`src/rtl/ptw_pkg.sv`:
```
package ptw_pkg;

    localparam int VA_W    = 48;
    localparam int ENTRY_W = 64;
    localparam int PA_W    = 52;
    localparam int IDX_W   = 9;

    localparam int PRESENT_BIT = 0;
    localparam int LARGE_BIT   = 7;

    typedef enum logic {
        ACT_START    = 1'b0,
        ACT_RESPONSE = 1'b1
    } t_action;

    typedef enum logic [1:0] {
        KIND_READ   = 2'd0,
        KIND_DONE   = 2'd1,
        KIND_FAULT  = 2'd2,
        KIND_REJECT = 2'd3
    } t_kind;

    typedef struct packed {
        t_action             action;
        logic [VA_W-1:0]     virt_addr;
        logic [ENTRY_W-1:0]  read_data;
        logic                read_ok;
    } t_walk_item;

    typedef struct packed {
        t_kind               kind;
        logic [PA_W-1:0]     address;
    } t_walk_result;

    // Entry address: 4 KiB aligned table base plus the nine-bit index times eight.
    function automatic logic [PA_W-1:0] entry_addr(input logic [PA_W-1:0]  base,
                                                   input logic [IDX_W-1:0] idx);
        entry_addr = {base[PA_W-1:12], 12'd0} + {{(PA_W-IDX_W-3){1'b0}}, idx, 3'b000};
    endfunction

endpackage

```
`src/rtl/ptw_in_reg.sv`:
```
module ptw_in_reg
    import ptw_pkg::*;
(
    input  logic       i_clk,
    input  logic       i_rst_n,
    input  logic       i_valid,
    output logic       o_ready,
    input  t_walk_item i_item,
    output logic       o_valid,
    input  logic       i_advance,
    output t_walk_item o_item
);

    logic       r_valid;
    t_walk_item r_item;

    assign o_ready = !r_valid || i_advance;
    assign o_valid = r_valid;
    assign o_item  = r_item;

    always_ff @(posedge i_clk) begin
        if (!i_rst_n) begin
            r_valid <= 1'b0;
        end else if (o_ready) begin
            r_valid <= i_valid;
        end
        if (o_ready && i_valid) begin
            r_item <= i_item;
        end
    end

endmodule

```
`src/rtl/ptw_walk_core.sv`:
```
module ptw_walk_core
    import ptw_pkg::*;
(
    input  logic            i_clk,
    input  logic            i_rst_n,
    input  logic [PA_W-1:0] i_table_root,
    input  logic            i_fire,
    input  t_walk_item      i_item,
    output t_walk_result    o_result
);

    logic            r_walking;
    logic [1:0]      r_level;
    logic [VA_W-1:0] r_vaddr;

    logic            n_walking;
    logic [1:0]      n_level;
    t_walk_result    n_result;
    logic            present;
    logic            large_page;

    assign present    = i_item.read_ok && i_item.read_data[PRESENT_BIT];
    assign large_page = i_item.read_data[LARGE_BIT];

    always_comb begin
        n_walking        = r_walking;
        n_level          = r_level;
        n_result.kind    = KIND_REJECT;
        n_result.address = '0;
        if (i_item.action == ACT_START) begin
            if (!r_walking) begin
                n_walking        = 1'b1;
                n_level          = 2'd0;
                n_result.kind    = KIND_READ;
                n_result.address = entry_addr(i_table_root, i_item.virt_addr[47:39]);
            end
        end else if (r_walking) begin
            if (!present) begin
                n_walking     = 1'b0;
                n_level       = 2'd0;
                n_result.kind = KIND_FAULT;
            end else begin
                unique case (r_level)
                    2'd0: begin
                        n_level          = 2'd1;
                        n_result.kind    = KIND_READ;
                        n_result.address = entry_addr(i_item.read_data[PA_W-1:0],
                                                      r_vaddr[38:30]);
                    end
                    2'd1: begin
                        if (large_page) begin
                            n_walking        = 1'b0;
                            n_level          = 2'd0;
                            n_result.kind    = KIND_DONE;
                            n_result.address = {i_item.read_data[PA_W-1:30], r_vaddr[29:0]};
                        end else begin
                            n_level          = 2'd2;
                            n_result.kind    = KIND_READ;
                            n_result.address = entry_addr(i_item.read_data[PA_W-1:0],
                                                          r_vaddr[29:21]);
                        end
                    end
                    2'd2: begin
                        if (large_page) begin
                            n_walking        = 1'b0;
                            n_level          = 2'd0;
                            n_result.kind    = KIND_DONE;
                            n_result.address = {i_item.read_data[PA_W-1:21], r_vaddr[20:0]};
                        end else begin
                            n_level          = 2'd3;
                            n_result.kind    = KIND_READ;
                            n_result.address = entry_addr(i_item.read_data[PA_W-1:0],
                                                          r_vaddr[20:12]);
                        end
                    end
                    2'd3: begin
                        n_walking        = 1'b0;
                        n_level          = 2'd0;
                        n_result.kind    = KIND_DONE;
                        n_result.address = {i_item.read_data[PA_W-1:12], r_vaddr[11:0]};
                    end
                endcase
            end
        end
    end

    assign o_result = n_result;

    always_ff @(posedge i_clk) begin
        if (!i_rst_n) begin
            r_walking <= 1'b0;
            r_level   <= 2'd0;
        end else if (i_fire) begin
            r_walking <= n_walking;
            r_level   <= n_level;
        end
        // The address is only latched by a start that is taken.
        if (i_fire && i_item.action == ACT_START && !r_walking) begin
            r_vaddr <= i_item.virt_addr;
        end
    end

endmodule

```
`src/rtl/ptw_out_reg.sv`:
```
module ptw_out_reg
    import ptw_pkg::*;
(
    input  logic         i_clk,
    input  logic         i_rst_n,
    input  logic         i_valid,
    output logic         o_advance,
    input  t_walk_result i_result,
    output logic         o_valid,
    input  logic         i_ready,
    output t_walk_result o_result
);

    logic         r_valid;
    t_walk_result r_result;

    assign o_advance = i_valid && (!r_valid || i_ready);
    assign o_valid   = r_valid;
    assign o_result  = r_result;

    always_ff @(posedge i_clk) begin
        if (!i_rst_n) begin
            r_valid <= 1'b0;
        end else if (!r_valid || i_ready) begin
            r_valid <= i_valid;
        end
        if (o_advance) begin
            r_result <= i_result;
        end
    end

endmodule

```
`src/rtl/four_level_page_table_walker_top.sv`:
```
// Four-level page table walker for 48-bit virtual addresses with a 4 KiB granule.
// A start item (tuser 0) latches the virtual address and yields a read request for
// the top-level entry under the configured table root; each memory response item
// (tuser 1) yields the next read request, a finished physical address for a 1 GiB,
// 2 MiB or 4 KiB page, or a fault when the read failed or the entry is not present.
// A start during a walk, or a response while idle, is answered as rejected and the
// walk state is left alone. Every item produces exactly one result item. The block
// takes one item per cycle while the result side is not stalled: an input register
// feeds a single pass of decode logic into a result register. The table root may
// only be written while no walk is in progress and no result is pending.
module four_level_page_table_walker_top
    import ptw_pkg::*;
(
    input  logic            i_clk,
    input  logic            i_rst_n,

    input  logic            i_s_axis_tvalid,
    output logic            o_s_axis_tready,
    // [47:0] virt_addr, [111:48] read_data, [112] read_ok, [119:113] zero
    input  logic [119:0]    i_s_axis_tdata,
    // [0] action
    input  logic            i_s_axis_tuser,

    output logic            o_m_axis_tvalid,
    input  logic            i_m_axis_tready,
    // [51:0] out_address, [55:52] zero
    output logic [55:0]     o_m_axis_tdata,
    // [1:0] out_kind
    output logic [1:0]      o_m_axis_tuser,

    input  logic            i_cfg_valid,
    output logic            o_cfg_ready,
    // table_root
    input  logic [PA_W-1:0] i_cfg_data
);

    logic [PA_W-1:0] r_table_root;

    t_walk_item   in_item;
    t_walk_item   held_item;
    logic         held_valid;
    logic         advance;
    t_walk_result step_result;
    t_walk_result out_result;

    assign o_cfg_ready = 1'b1;

    always_ff @(posedge i_clk) begin
        if (!i_rst_n) begin
            r_table_root <= '0;
        end else if (i_cfg_valid) begin
            r_table_root <= i_cfg_data;
        end
    end

    assign in_item.action    = t_action'(i_s_axis_tuser);
    assign in_item.virt_addr = i_s_axis_tdata[47:0];
    assign in_item.read_data = i_s_axis_tdata[111:48];
    assign in_item.read_ok   = i_s_axis_tdata[112];

    ptw_in_reg u_in_reg (
        .i_clk     (i_clk),
        .i_rst_n   (i_rst_n),
        .i_valid   (i_s_axis_tvalid),
        .o_ready   (o_s_axis_tready),
        .i_item    (in_item),
        .o_valid   (held_valid),
        .i_advance (advance),
        .o_item    (held_item)
    );

    ptw_walk_core u_walk_core (
        .i_clk        (i_clk),
        .i_rst_n      (i_rst_n),
        .i_table_root (r_table_root),
        .i_fire       (advance),
        .i_item       (held_item),
        .o_result     (step_result)
    );

    ptw_out_reg u_out_reg (
        .i_clk     (i_clk),
        .i_rst_n   (i_rst_n),
        .i_valid   (held_valid),
        .o_advance (advance),
        .i_result  (step_result),
        .o_valid   (o_m_axis_tvalid),
        .i_ready   (i_m_axis_tready),
        .o_result  (out_result)
    );

    assign o_m_axis_tdata = {4'd0, out_result.address};
    assign o_m_axis_tuser = out_result.kind;

endmodule

```
`config.mk`:
```
export PLATFORM = sky130hd
export DESIGN_NAME = four_level_page_table_walker_top
export DESIGN_NICKNAME = d
export VERILOG_FILES = /design/src/rtl/ptw_pkg.sv /design/src/rtl/ptw_in_reg.sv /design/src/rtl/ptw_walk_core.sv /design/src/rtl/ptw_out_reg.sv /design/src/rtl/four_level_page_table_walker_top.sv
export SDC_FILE = /design/constraint.sdc
export NUM_CORES = 1
export LEC_CHECK = 0
export ABC_CLOCK_PERIOD_IN_PS = 4400
export BUFFER_PORTS_ARGS = -buffer_cell sky130_fd_sc_hd__buf_2
export CORE_AREA = 2 2 117 165
export DETAILED_ROUTE_END_ITERATION = 6
export DIE_AREA = 0 0 119 167
export GPL_ROUTABILITY_DRIVEN = 0
export PLACE_DENSITY_LB_ADDON = 0.08
export SLEW_MARGIN = 10
export SYNTH_ARGS = -nofsm -noshare
export SYNTH_HDL_FRONTEND = slang
export SYNTH_SLANG_ARGS = --single-unit
```
`constraint.sdc`:
```
create_clock -name i_clk -period 4.4 [get_ports i_clk]
set_input_delay 0.88 -clock i_clk [delete_from_list [all_inputs] [get_ports i_clk]]
set_output_delay 0.88 -clock i_clk [all_outputs]
set_load 0.005 [all_outputs]
```
### Word level (Yosys, flattened, before mapping)

Index checks and enable logic that the tools add are counted.

| cells by class | value |
|---|---|
| $add $sub $neg | 4 |
| eq/ne operators | 5 |
| muxes and demuxes | 20 |
| bitwise gates (word level) | 1 |
| reduce and logical (&&, ||, !) cells | 13 |

Operators by type and width:

| kind | number |
|---|---|
| 54-bit one-hot mux with 4 select lines | 1 |
| 52-bit by 12-bit adder with 52-bit output | 4 |
| 54-bit 2-to-1 mux | 3 |
| 53-bit 2-to-1 mux | 2 |
| 52-bit 2-to-1 mux | 1 |
| 2-bit 2-to-1 mux | 7 |
| 2-bit one-hot mux with 4 select lines | 1 |
| 1-bit logical AND | 5 |
| 2-bit equality test (second input constant) | 2 |
| 1-bit 2-to-1 mux | 4 |
| 1-bit logical NOT | 3 |
| 3-bit AND reduction | 1 |
| 2-bit by 1-bit equality test with 1-bit output (second input constant) | 1 |
| 2-bit logical NOT | 1 |
| 1-bit logical OR | 2 |
| 2-bit by 1-bit != test with 1-bit output (second input constant) | 1 |
| 2-bit != test (second input constant) | 1 |
| 1-bit one-hot mux with 2 select lines | 1 |
| 2-bit OR reduction | 1 |
| 1-bit inverter | 1 |

| word-level totals | value |
|---|---|
| register bits | 252 |
| input bits | 178 |
| output and inout port bits | 61 |
| word-level logic and storage cells | 55 |

### Logic depth before layout (Yosys ltp)

| logic depth | value |
|---|---|
| depth after elaboration | 6 |
| mapped depth | 8 |
| depth with buffers taken out | 6 |

### Hierarchy

From an unflattened synthesis, not the netlist that was laid out.

| second synthesis, totals | value |
|---|---|
| cell total of the unflattened synthesis | 601 |
| area, all modules | 9825.7 um^2 |

Modules (own cells, without submodules):

| module | instances | cells each | area each (um^2) | sequential area each (um^2) |
|---|---|---|---|---|
| ptw_in_reg | 1 | 119 | 3480.8 | 3443.3 |
| ptw_walk_core | 1 | 250 | 2638.8 | 1231.2 |
| four_level_page_table_walker_top | 1 | 174 | 2037.0 | 1041.0 |
| ptw_out_reg | 1 | 58 | 1669.1 | 1641.6 |

### Least setup slack after synthesis

No wires, ideal clock.

| timing path | value |
|---|---|
| path type | input to register |
| from | in i_m_axis_tready |
| to | reg u_walk_core.r_vaddr[0], enable pin |
| library setup time | 484 ps |
| arrival | 3755 ps |
| required time | 3916 ps |
| slack | 162 ps |
| cell stages on the path | 3 |
| buffers on the path | 0 |
| cells stage by stage | nand2b_1 -> nand2_1 -> nor3_1 |

| on the way | value |
|---|---|
| word-level cells in the longest chain between the ends | 4 |

RTL lines:

| item | line | source |
|---|---|---|
| start: declaration | four_level_page_table_walker_top.sv:25 | `input logic i_m_axis_tready,` |
| 1-bit logical OR | ptw_out_reg.sv:17 | `assign o_advance = i_valid && (!r_valid \|\| i_ready);` |
| 1-bit logical AND | ptw_out_reg.sv:17 |  |
| 1-bit logical AND (2 in a row) | ptw_walk_core.sv:98 | `if (i_fire && i_item.action == ACT_START && !r_walking) begin` |
| end signal: assignment | ptw_walk_core.sv:99 | `r_vaddr <= i_item.virt_addr;` |
| end: declaration | ptw_walk_core.sv:14 | `logic [VA_W-1:0] r_vaddr;` |

Every way passes these cells.
A chain may end at the register's enable or synchronous reset.

==> results.md <==
- Post-DP HPWL: 12,500 um
- Kind of start point of the critical path: flop
- Initial detailed-routing violation count: 373
- Post-CTS setup repair buffer count: 0
- LEAKAGE: 4.09 nW
- Hold crit path type: flop to flop
- Combined area of all synthesized cells: 8510 um2
- Routing usage on met1: 21.8%
- CP endpoint kind: flop
- Min Hold Slack: 0.413 ns
- Die boundary height: 167 um
- Kind of cell with the highest combined delay on the critical path: adder cells
- Count of pins over their slew limit: 0
- Reg2Reg Launch Point: u_walk_core.r_level[0]$_SDFFE_PN0P_
- Critical path cell sequence: inv_1, ha_1, inv_1, and3_1, a22oi_2, o21ai_1
- Nets@finish: 918
- Synthesis Warnings: 0
- Most common library cell in the layout ignoring fill and taps: buf_2
- RSZ-0062 raised after global routing: no
- Hold buffers post-CTS: 0
- Sequential-to-total area share from yosys stat: 75.8%
- Status: finished clean
- Placed insts: 955
- Finished Layout Cells: 999
- Highest clock rate: 426 MHz
- Starting utilization of the core area: 46.3%
- Post-Route WL: 17,700 um
- Cell depth of the worst min-delay path: 0
- Die X: 119 um
- Skew-Pair Late Insertion Delay: 0.50 ns
- Remaining Overflow, GRT: 0
- Syn_area_per_cell: 15.7 um2
- Area added between synthesis and finish: 22.3%
- Area of the die: 19,900 um2
- Endpoints failing hold: 0
- CTS Buf Count: 22
- Maximum fanout along the worst path: 17
- Post_cts resized: 0
- Startpoint of the worst hold path: u_in_reg.o_item[87]$_DFFE_PP_
- Ratio of total power to cell area: 443 nW/um2
- Antenna-violating nets left: 0
- Pre-antenna DRT Iters: 5
- Post-route cell area: 10,400 um2
- Worst path buffer plus inverter count: 2
- Core region area: 18,400 um2
- Met2 Usage GRT: 31.6%
- Top cells by area, synth: edfxtp_1 (65%), dfxtp_1 (11%), mux2i_1 (4.9%)
- Highest-count cells in the layout ignoring fill and taps: buf_2 (192), edfxtp_1 (185), nor2_1 (52), dfxtp_1 (45), mux2i_1 (42)
- Number of different library cells in the post-synthesis netlist: 38
- Remaining design rule violation count: 0
- Layer carrying the most global-route usage: met2
- Crit path required time: 4.62 ns
- Most used cell, CP: inv_1
- Number of rows in the core area: 59
- Finish-stage setup viols: 0
- Most area-hungry cell type in the Yosys netlist: edfxtp_1
- Standard cell area after detailed placement: 9690 um2
- Cell count after synthesis: 542
- Average wire per standard cell: 17.7 um
- Worst slew margin: 39.8%
- Max incr delay on CP: 0.56 ns
- Pin count of the biggest net entering global routing: 68
- Sum of negative setup slack: 0 ns
- Data arrival, critical path: 2.56 ns
- First-pass GRT wire length: 27,600 um
- Layout cell share with drive strength beyond 1: 35.8%
- Library cell contributing the largest single delay on the critical path: ha_1
- Initial antenna violation count: 2
- Vias per cell: 4.95
- Category of the most critical setup path: flop to flop
- Clk_skew: 0.0151 ns
- Yosys reg bits: 230
- Total Routing Usage GR: 17.8%
- Worst-Margin Slew: 0.904 ns
- Total via count in the routed design: 4,943
- Final critical path time including I/O delays and setup: 2.35 ns
- Depth of the worst register-to-register path: 6
- Worst r2r dst: u_out_reg.o_result[24]$_DFFE_PP_
- Top-level port count: 239
- Area share of the largest cell type after synthesis: 65.2%
- Filler Cell Count: 1,541
- Vias in the first global route: 5,111
- Setup slack on the worst flop-to-flop path: 2.05 ns
- Post-route fraction of the period consumed by the critical path: 53.3%
- Clock Tree Buf Depth: 3
- IO buf count: 192
- Endpoint, Worst Hold: u_walk_core.r_vaddr[22]$_DFFE_PP_
- Max Cap Viol: 0
- Grt met3 use: 3.05%
- Clock tree from TritonCTS: yes
- Number of levels the H-tree was split into: 1
- Worst IR Drop VDD: 0.000334 V
- Num Clock Sinks: 230
- Clock Pin Slew Worst Setup and Hold Paths: 0.06 ns
- Library cell used as clock root buffer: clkbuf_16
## registers in the layout (all words and copies together) (netlist names)
name,cells
u_in_reg.o_item,92
u_out_reg.o_result,54
r_table_root,40
u_walk_core.r_vaddr,39
u_walk_core.r_level,2
u_in_reg.o_valid,1
u_out_reg.o_valid,1
u_walk_core.r_walking,1
## synth_stat cells (all sizes together)
master,instances
nor3,3
nor2b,1
nand3,3
nand4,1
dfxtp,45
conb,2
a221o,9
nand2b,1
mux2,18
ha,5
a21oi,12
inv,9
a31oi,1
xnor2,1
nor4,1
mux2i,42
nor2,54
and2,1
and3,1
edfxtp,185
buf,18
nand2,33
a22oi,17
o21ai,38
a22o,22
or3,1
a32oi,1
o32ai,1
clkbuf,15
a2111o,1
## worst max-delay path by stage
stage                                   startpoint                               end  cells past startpoint
2_1_floorplan                      i_m_axis_tready  u_walk_core.r_vaddr[0]$_DFFE_PP_                      3
3_3_place_gp                       i_m_axis_tready  u_out_reg.o_result[32]$_DFFE_PP_                      5
3_5_place_dp                       i_m_axis_tready  u_out_reg.o_result[31]$_DFFE_PP_                      5
4_1_cts        u_walk_core.r_level[0]$_SDFFE_PN0P_  u_out_reg.o_result[24]$_DFFE_PP_                      6
5_1_grt        u_walk_core.r_level[1]$_SDFFE_PN0P_  u_out_reg.o_result[21]$_DFFE_PP_                      6
6_report       u_walk_core.r_level[0]$_SDFFE_PN0P_  u_out_reg.o_result[24]$_DFFE_PP_                      6
## layer usage
metal  share of wire (%)  vias up
li1                    -     2420
met1                  40     2331
met2                  52      157
met3                 4.8       35
met4                 3.1        0
met5                   0        -
## area by class of cell
class	count	area [um2]	area share [%]
diodes	4	10.0	0.0961
clock buffers	31	636	6.10
clock inverters	9	77.6	0.745
inverters	9	33.8	0.324
multi-input cells	273	1880	18.1
flip-flops and latches	230	6460	62.0
well taps	244	305	2.93
repair buffers	199	1010	9.73
## through the flow
| step | power [mW] | util, % | worst slack, ns |
|---|---|---|---|
| CTS | 4.67 | 56.6 | 2.03 |
| global placement | 2.82 | 52.7 | 1.78 |
| detailed placement | 2.83 | 52.7 | 1.73 |
| floorplan | 2.69 | - | 0.162 |
| finish | 4.61 | 56.6 | 2.05 |
| global route | 4.79 | 56.6 | 1.87 |
## logic make-up after synthesis
group           synth area share [%]
simple gates                    4.76
other cells                   0.0882
compound gates                  8.74
xor+xnor                       0.103
buf+inv                         2.42
flops                           75.8
mux                             7.32
fa+ha+maj                      0.735
## report_power, final
| part | internal (mW) | leakage (nW) | switching (mW) |
|---|---|---|---|
| sequential | 2.48 | 2.13 | 0.0449 |
| clock | 1.07 | 0.352 | 0.765 |
| combinational | 0.117 | 1.61 | 0.136 |
No activity file was read; power rests on OpenSTA's default activity.
